<file path="config.mk">
export PLATFORM = sky130hd
export DESIGN_NAME = dma_chain_length_walker_unit
export DESIGN_NICKNAME = d
export VERILOG_FILES = /design/src/rtl/dmacw_pkg.sv /design/src/rtl/dmacw_step.sv /design/src/rtl/dma_chain_length_walker_unit.sv
export SDC_FILE = /design/constraint.sdc
export NUM_CORES = 1
export LEC_CHECK = 0
export BUFFER_PORTS_ARGS = -buffer_cell sky130_fd_sc_hd__buf_2
export CAP_MARGIN = 20
export CORE_UTILIZATION = 52
export DETAILED_ROUTE_END_ITERATION = 12
export GPL_TIMING_DRIVEN = 1
export HOLD_SLACK_MARGIN = 0.03
export PLACE_DENSITY = 0.73
export REMOVE_ABC_BUFFERS = 1
export SETUP_SLACK_MARGIN = 0.5
export SYNTH_ARGS = -nofsm -noshare
export SYNTH_HDL_FRONTEND = slang
export SYNTH_SLANG_ARGS = --single-unit
</file>
<file path="constraint.sdc">
create_clock -name clk -period 8.34 [get_ports clk]
set_clock_uncertainty 0.05 [all_clocks]
set_input_delay 0.834 -clock clk [delete_from_list [all_inputs] [get_ports clk]]
set_output_delay 0.834 -clock clk [all_outputs]
set_load 0.1 [all_outputs]
</file>
<file path="src/rtl/dmacw_pkg.sv">
// Package for the DMA chain length walker: widths, constants, stop codes
// and the walker state and result records. Depends on nothing.
`default_nettype none

package dmacw_pkg;

  localparam int ADDR_W  = 21;
  localparam int PTR_W   = 24;
  localparam int TOTAL_W = 32;
  localparam int CNT_W   = 21;

  localparam logic [PTR_W-1:0] END_MARK    = 24'hffffff;
  localparam logic [PTR_W-1:0] ADDR_MASK   = 24'h1ffffc;
  localparam logic [CNT_W-1:0] LIMIT_RESET = 21'd2000000;
  localparam logic [CNT_W-1:0] CNT_MAX     = 21'h1fffff;

  localparam logic KIND_START  = 1'b0;
  localparam logic KIND_HEADER = 1'b1;

  typedef enum logic [1:0] {
    STOP_END   = 2'd0,
    STOP_LOOP  = 2'd1,
    STOP_LIMIT = 2'd2
  } stop_t;

  typedef struct packed {
    logic               busy;
    logic [ADDR_W-1:0]  current_address;
    logic [TOTAL_W-1:0] total_words;
    logic [CNT_W-1:0]   node_count;
    logic [PTR_W-1:0]   previous_address;
    logic [PTR_W-1:0]   lower_seen_address;
    logic [PTR_W-1:0]   upper_seen_address;
  } walk_state_t;

  typedef struct packed {
    logic               done_res;
    logic [ADDR_W-1:0]  fetch_address;
    logic [TOTAL_W-1:0] chain_size;
    stop_t              stop_reason;
  } walk_res_t;

endpackage

`default_nettype wire

</file>
<file path="src/rtl/dmacw_step.sv">
// Next-state and result logic for one walker request.
// Depends on dmacw_pkg for the state and result records.
`default_nettype none

module dmacw_step (
  input  wire logic                             kind,
  input  wire logic [dmacw_pkg::PTR_W-1:0]      start_address,
  input  wire logic [dmacw_pkg::TOTAL_W-1:0]    header_word,
  input  wire logic [dmacw_pkg::CNT_W-1:0]      node_limit,
  input  wire dmacw_pkg::walk_state_t           state,
  output dmacw_pkg::walk_state_t                state_next,
  output logic                                  has_res,
  output dmacw_pkg::walk_res_t                  res
);

  dmacw_pkg::walk_state_t          base;
  logic                            visit;
  logic [dmacw_pkg::PTR_W-1:0]     vaddr;
  logic [dmacw_pkg::PTR_W-1:0]     masked;
  logic [dmacw_pkg::ADDR_W-1:0]    addr;
  logic                            over;

  always_comb begin
    base    = state;
    res     = '0;
    has_res = 1'b0;
    visit   = 1'b0;
    vaddr   = header_word[dmacw_pkg::PTR_W-1:0];
    if (kind == dmacw_pkg::KIND_START) begin
      base.busy               = 1'b1;
      base.total_words        = 32'd1;
      base.node_count         = '0;
      base.previous_address   = dmacw_pkg::END_MARK;
      base.lower_seen_address = dmacw_pkg::END_MARK;
      base.upper_seen_address = dmacw_pkg::END_MARK;
      vaddr                   = start_address;
      visit                   = 1'b1;
    end else if (state.busy) begin
      base.total_words = state.total_words + 32'(header_word[31:24]) + 32'd1;
      if (header_word[dmacw_pkg::PTR_W-1:0] == dmacw_pkg::END_MARK) begin
        base.busy       = 1'b0;
        has_res         = 1'b1;
        res.done_res    = 1'b1;
        res.chain_size  = base.total_words;
        res.stop_reason = dmacw_pkg::STOP_END;
      end else begin
        visit = 1'b1;
      end
    end

    state_next = base;
    masked     = vaddr & dmacw_pkg::ADDR_MASK;
    addr       = masked[dmacw_pkg::ADDR_W-1:0];
    over       = base.node_count > node_limit;
    if (visit) begin
      has_res                    = 1'b1;
      state_next.current_address = addr;
      if (base.node_count != dmacw_pkg::CNT_MAX) begin
        state_next.node_count = base.node_count + 21'd1;
      end
      if (over) begin
        state_next.busy = 1'b0;
        res.done_res    = 1'b1;
        res.chain_size  = base.total_words;
        res.stop_reason = dmacw_pkg::STOP_LIMIT;
      end else if (masked == base.lower_seen_address || masked == base.upper_seen_address) begin
        state_next.busy = 1'b0;
        res.done_res    = 1'b1;
        res.chain_size  = base.total_words;
        res.stop_reason = dmacw_pkg::STOP_LOOP;
      end else begin
        if (masked < base.previous_address) begin
          state_next.lower_seen_address = masked;
        end else begin
          state_next.upper_seen_address = masked;
        end
        state_next.previous_address = masked;
        res.fetch_address           = addr;
      end
    end
  end

endmodule

`default_nettype wire

</file>
<file path="src/rtl/dma_chain_length_walker_unit.sv">
// Top level of the DMA chain length walker: input register, walker state,
// result register and configuration register. Depends on dmacw_pkg and dmacw_step.
`default_nettype none

// The walker takes one request in every clock cycle while in_stall is low;
// in_stall holds a request with a result while the output is stalled. A
// request passes the input register, then the step logic writes the result
// register and updates the walker state in the same cycle, so a header may follow
// its fetch request directly. A header arriving while no walk runs produces no
// result. The node limit is written through the cfg channel, which is always
// ready, and must only be written while the walker is idle.
module dma_chain_length_walker_unit (
  input  wire logic                             clk,
  input  wire logic                             rst,
  input  wire logic                             in_valid,
  output logic                                  in_stall,
  input  wire logic                             kind,
  input  wire logic [dmacw_pkg::PTR_W-1:0]      start_address,
  input  wire logic [dmacw_pkg::TOTAL_W-1:0]    header_word,
  output logic                                  out_valid,
  input  wire logic                             out_stall,
  output logic                                  done_res,
  output logic [dmacw_pkg::ADDR_W-1:0]          fetch_address,
  output logic [dmacw_pkg::TOTAL_W-1:0]         chain_size,
  output logic [1:0]                            stop_reason,
  input  wire logic                             cfg_valid,
  output logic                                  cfg_ready,
  input  wire logic [dmacw_pkg::CNT_W-1:0]      cfg_data
);

  logic                             s1_valid;
  logic                             s1_kind;
  logic [dmacw_pkg::PTR_W-1:0]      s1_start;
  logic [dmacw_pkg::TOTAL_W-1:0]    s1_header;
  logic [dmacw_pkg::CNT_W-1:0]      node_limit;
  dmacw_pkg::walk_state_t           state;
  dmacw_pkg::walk_state_t           state_next;
  logic                             has_res;
  dmacw_pkg::walk_res_t             res;
  dmacw_pkg::walk_res_t             out_res;
  logic                             out_free;
  logic                             s1_go;

  dmacw_step u_step (
    .kind          (s1_kind),
    .start_address (s1_start),
    .header_word   (s1_header),
    .node_limit    (node_limit),
    .state         (state),
    .state_next    (state_next),
    .has_res       (has_res),
    .res           (res)
  );

  assign out_free  = !out_valid || !out_stall;
  assign s1_go     = s1_valid && (!has_res || out_free);
  assign in_stall  = s1_valid && !s1_go;
  assign cfg_ready = 1'b1;

  always_ff @(posedge clk) begin
    if (rst) begin
      s1_valid <= 1'b0;
    end else if (!in_stall) begin
      s1_valid <= in_valid;
    end
  end

  always_ff @(posedge clk) begin
    if (in_valid && !in_stall) begin
      s1_kind   <= kind;
      s1_start  <= start_address;
      s1_header <= header_word;
    end
  end

  always_ff @(posedge clk) begin
    if (rst) begin
      state.busy               <= 1'b0;
      state.current_address    <= '0;
      state.total_words        <= '0;
      state.node_count         <= '0;
      state.previous_address   <= dmacw_pkg::END_MARK;
      state.lower_seen_address <= dmacw_pkg::END_MARK;
      state.upper_seen_address <= dmacw_pkg::END_MARK;
    end else if (s1_go) begin
      state <= state_next;
    end
  end

  always_ff @(posedge clk) begin
    if (rst) begin
      node_limit <= dmacw_pkg::LIMIT_RESET;
    end else if (cfg_valid && cfg_ready) begin
      node_limit <= cfg_data;
    end
  end

  always_ff @(posedge clk) begin
    if (rst) begin
      out_valid <= 1'b0;
    end else if (s1_go && has_res) begin
      out_valid <= 1'b1;
    end else if (!out_stall) begin
      out_valid <= 1'b0;
    end
  end

  always_ff @(posedge clk) begin
    if (s1_go && has_res) begin
      out_res <= res;
    end
  end

  assign done_res      = out_res.done_res;
  assign fetch_address = out_res.fetch_address;
  assign chain_size    = out_res.chain_size;
  assign stop_reason   = out_res.stop_reason;

`ifndef SYNTHESIS
  a_done_no_addr: assert property (@(posedge clk) disable iff (rst)
    out_valid && done_res |-> fetch_address == '0)
    else $error("finished result carries a fetch address");

  a_fetch_clean: assert property (@(posedge clk) disable iff (rst)
    out_valid && !done_res |-> chain_size == '0 && stop_reason == dmacw_pkg::STOP_END)
    else $error("fetch request carries a total or stop reason");

  a_done_idles: assert property (@(posedge clk) disable iff (rst)
    s1_go && has_res && res.done_res |=> !state.busy)
    else $error("walker still busy after a finished result");

  a_fetch_busy: assert property (@(posedge clk) disable iff (rst)
    s1_go && has_res && !res.done_res |=> state.busy)
    else $error("walker idle after a fetch request");
`endif

endmodule

`default_nettype wire
</file>
======== Yosys cells after proc, flatten, opt, wreduce, memory -nomap -nowiden ========
Cells that the tools add are included.
storage, ports and cells
  register bits after elaboration ......... 278
  logic and storage cells ................. 76
cells by class
  add/sub/neg operators ................... 3
  magnitude comparators ................... 2
  equality and inequality tests ........... 5
  muxes and demuxes ....................... 32
  bitwise logic cells ..................... 1
  reductions and logical operators ........ 15
operators with widths
  kind                   count
  $mux 93                2
  $mux 34                5
  $mux 72                2
  $mux 21                4
  $mux 32                2
  $mux 56                1
  $eq 21x24->1           2
  $mux 24                2
  $add 32x1->32 const B  1
  $add 32x8->32          1
  $eq 24x24->1 const B   1
  $lt 21x24->1           1
  $mux 22                1
  $add 21x1->21 const B  1
  $gt 21x21->1           1
  $ne 21x21->1 const B   1
  $mux 1                 13
  $logic_not 1->1        5
  $logic_and 1x1->1      4
  $logic_or 1x1->1       3
  $reduce_or 3->1        1
  $ne 2x1->1 const B     1
  $reduce_and 2->1       1
  $reduce_or 2->1        1
  $not 1->1              1

======== Logic depth before layout (Yosys ltp) ========
  depth after elaboration ................. 12
  mapped depth ............................ 19
  gate-level depth less buffers ........... 12

======== Modules after synthesis ========
A second synthesis with hierarchy kept.
unflattened totals
  cell total of the unflattened synthesis .. 1760
  area total of the unflattened synthesis .. 16719.8 um^2
by module, submodules not included
  module                        times used  cells each  area an instance (um^2)
  dma_chain_length_walker_unit  1           832         10458.8
  dmacw_step                    1           928         6261.0

======== Worst setup path before layout ========
No wires, ideal clock.
  kind .................................... reg2reg
  start ................................... reg out_valid
  end ..................................... reg state[85] (netlist name)
  library setup time ...................... 65 ps
  arrival time ............................ 4217 ps
  data required time ...................... 8225 ps
  slack ................................... 4008 ps
  cell stages (with the launch flop) ...... 11
  clock period less this slack ............ 4332 ps
  cells stage by stage .................... dfxtp_1 -> nand2_1 -> o21ai_1 -> or2_2 -> clkbuf_1 -> clkinv_1 -> nand4_1 -> nor3_2 -> and4_1 -> mux2_2 -> nor2_1
between the ends
  cells in the longest elaborated chain, start to end .. 4
RTL lines
  what                      line                                 text
  start: declaration        dma_chain_length_walker_unit.sv:20   output logic out_valid,
  start signal: assignment  dma_chain_length_walker_unit.sv:100  out_valid <= 1'b0;
  start signal: assignment  dma_chain_length_walker_unit.sv:102  out_valid <= 1'b1;
  start signal: assignment  dma_chain_length_walker_unit.sv:104  out_valid <= 1'b0;
  $logic_not 1->1           dma_chain_length_walker_unit.sv:55   assign out_free = !out_valid || !out_stall;
  $logic_or 1x1->1          dma_chain_length_walker_unit.sv:55
  $logic_or 1x1->1          dma_chain_length_walker_unit.sv:56   assign s1_go = s1_valid && (!has_res || out_free);
  $logic_and 1x1->1         dma_chain_length_walker_unit.sv:56
Every way passes these cells.
A chain may end at the register's enable or synchronous reset.

======== Worst setup path in the final report ========
  start ................................... reg s1_kind
  end ..................................... reg state[18] (netlist name)
between the ends
  cells in the longest elaborated chain, start to end .. 6
RTL lines
  what                                                 line                                text
  start: declaration                                   dma_chain_length_walker_unit.sv:32  logic s1_kind;
  start signal: assignment                             dma_chain_length_walker_unit.sv:70  s1_kind <= kind;
  $mux 21 / $mux 93 (equally long branches)            dmacw_step.sv:29                    if (kind == dmacw_pkg::KIND_START) begin
  $lt 21x24->1 / $eq 21x24->1 (equally long branches)  dmacw_step.sv:72, dmacw_step.sv:66
  $mux 24 / $logic_or 1x1->1 (equally long branches)   dmacw_step.sv:72, dmacw_step.sv:66
  $mux 72                                              dmacw_step.sv:66                    end else if (masked == base.lower_seen_address || masked == base.upper_seen_address) begin
  $mux 72                                              dmacw_step.sv:61                    if (over) begin
  $mux 93                                              dmacw_step.sv:55                    if (visit) begin
Several ways; a longest one is shown, not always the timed one.

==> run summary <==
Synth Warn # = 0
port bufs = 133
initial antenna violation count = 0
CTS max path bufs = 3
vias post-DR = 9,475
DR iter-0 viols = 714
Least-Margin Pin Slew = 0.990 ns
Num CTS Buffers = 28
post-DP HPWL = 19,800 um
fill cell count = 2,039
fin crit share = 0.518
Most common cell on crit path = buf_4
hold bufs inserted after CTS = 0
Avg WL per Cell = 16.9 um
maxcap violations = 0
hold worst-path end = s1_header[14]
Post-Syn Instances = 1,249
Die Ht = 156 um
reg-to-reg startpoint = s1_kind
Final Max Tran Viols = 0
Worst Path Arrival = 4.74 ns
Fin. Hold Viols = 0
Die W = 156 um
layout cells sized above 1 = 0.155
RSZ-0062 raised after global routing = false
GPL Wtd Cong = 0.919
Placeable Area = 23,400 um^2
clock input transition at the sequential cells of the worst setup and hold paths = 0.06 ns
Finished Layout Cells = 1,696
CP required = 8.76 ns
CTS resizes = 0
Max Freq = 231 MHz
Cell Chain, Critical Path = buf_4 -> and2_1 -> ha_1 -> nand4_1 -> nor3_1 -> nand2_1 -> or3_1 -> o21a_1 -> nor4_4 -> buf_4 -> nor2b_4 -> mux2i_1
fin nets = 1,490
ANT cells = 0
Hold Crit Class = in2reg
area grow syn2layout = 14.1%
Placed Instances = 1,645
Detail Route Antenna Nets = 0
most frequent cells in the layout = nor2_1, dfxtp_1, buf_2
first-pass GRT wire length = 45,500 um
Final min period = 4.32 ns
R2R depth = 12
LEAKAGE = 5.59 nW
CP Max Fanout = 71
ys flop type = dfxtp_1
Clk Tree Root Cell = clkbuf_16
reg2reg setup slack = 4.02 ns
Max VDD drop = 0.000163 V
clk_lat worst skew = 0.55 ns
FF-to-FF End = state[18]
vias in the first global route = 8,796
EDFF count, synth = 106
clock sinks = 255
First-pass DRT Iterations = 5
crit path kind = reg2reg
setup violators final = 0
Seq cells post-synth = 255
GR Util All Layers = 0.235
Netlist cell types = 72
startpoint types = flop
Initial Util = 0.529
top area cells in the synthesized netlist = edfxtp_1, dfxtp_1, nor2_1
# IOs = 142
die area = 24,400 um^2
biggest area consumer among synthesized cells = edfxtp_1
WHS Path Cells = 1
area of the mapped netlist = 12,400 um^2
H-tree depth = 1
largest stage delay on the critical path = 0.81 ns
hold wc startpoint = header_word[14]
DRT Wirelength = 28,600 um
status = finished clean
CTS tree = yes
Core Rows = 56
Pwr per Cell Area = 202 nW/um^2
Setup TNS = 0 ns
largest net degree at the start of global routing = 72
Yosys top cell area share = 0.257
asr flop ratio synth = 0
syn_area_per_cell = 9.92 um^2
endpoint type of the worst setup path = flop
Hold Slack = 0.406 ns
most common cell after layout, fill and taps aside = nor2_1
grt total ovfl = 0
max_slew headroom = 0.339
CP max stage cell = nor2b_4
sequential area share after synthesis = 0.498
vias per cell = 5.59
Post-route DRC = 0
setup bufs post-CTS = 0
## flip-flops by register name (all words and copies together) (netlist names), 2 cells and up
register / flops
state: 126
chain_size: 32
s1_header: 32
node_limit: 21
fetch_address: 19
stop_reason: 2
s1_start: 19
## kinds of logic (layout without fill, tap and decap cells)
kind of cell	Yosys count	in the layout	share of synthesized area
flops	255	255	0.498
simple gates	481	481	0.194
mux	70	70	0.0580
xor+xnor	49	49	0.0346
fa+ha+maj	51	51	0.0521
compound gates	211	211	0.119
buf+inv	130	257	0.0440
other cells	2	3	0.000606
## through the flow
stage / total power, W / cell area, um^2 / utilization / setup WS, ns
2_1_floorplan: 0.00160 / 12100 / - / 2.59
3_3_place_gp: 0.00168 / 13200 / 0.566 / 4.09
3_5_place_dp: 0.00169 / 13200 / 0.566 / 4.03
4_1_cts: 0.00287 / 14100 / 0.604 / 3.99
5_1_grt: 0.00295 / 14100 / 0.604 / 3.71
6_report: 0.00285 / 14100 / 0.604 / 4.02
## power breakdown
group | switching [W] | internal [W]
Combinational | 0.000204 | 0.0000844
Clock | 0.000497 | 0.000694
Sequential | 0.0000268 | 0.00135
## worst max-delay path by stage
| stage | from | to | depth (start not counted) |
|---|---|---|---|
| 6_report | s1_kind | state[18] | 12 |
| 3_3_place_gp | s1_kind | state[10] | 12 |
| 2_1_floorplan | s1_kind | state[10] | 10 |
| 4_1_cts | s1_kind | state[18] | 12 |
| 5_1_grt | s1_kind | state[65] | 13 |
| 3_5_place_dp | s1_kind | state[10] | 12 |
## worst max-delay path: cells and delay by family (launching register included)
family / cells / cell delay (ns)
compound gates: 1 / 0.17
flops: 1 / 0.35
buf+inv: 2 / 0.69
simple gates: 7 / 2.33
mux: 1 / 0.28
fa+ha+maj: 1 / 0.31
## area by class of cell
cell class,count,area [um^2],share of cell area
timing repair buffer,146,766,0.0542
clock buffer,40,756,0.0535
multi-input combinational,865,5690,0.403
inverter,60,225,0.0159
clock inverter,11,129,0.00912
tap,319,399,0.0282
sequential,255,6170,0.436
## per-layer routing
layer / track usage / routed length (um) / up-vias
met5: 0 / 0 / -
met4: 0.0761 / 806 / 0
met3: 0.0296 / 1420 / 58
met2: 0.398 / 13700 / 290
met1: 0.311 / 12700 / 4464
li1: - / - / 4663
## synth_stat cells, types with 5 or more instances
library cell / instances
nor2_1: 169
dfxtp_1: 149
edfxtp_1: 106
nand2_1: 74
inv_1: 58
mux2i_1: 56
clkbuf_1: 52
ha_1: 50
a21oi_1: 47
nor2b_1: 36
nand2b_1: 34
nor3_1: 28
o21ai_0: 28
xnor2_1: 28
and2_1: 26
and3_1: 25
nand4_1: 25
nand3_1: 24
xor2_1: 21
a21o_1: 15
a2bb2oi_1: 14
mux2_2: 14
o211ai_1: 13
a311oi_1: 12
o21a_1: 12
o2111ai_1: 8
o22ai_1: 8
or4_1: 7
a211oi_1: 6
buf_4: 6
o21ai_1: 6
o2bb2ai_1: 5
or2_2: 5
or3_1: 5
No activity file was read; power rests on OpenSTA's default activity.
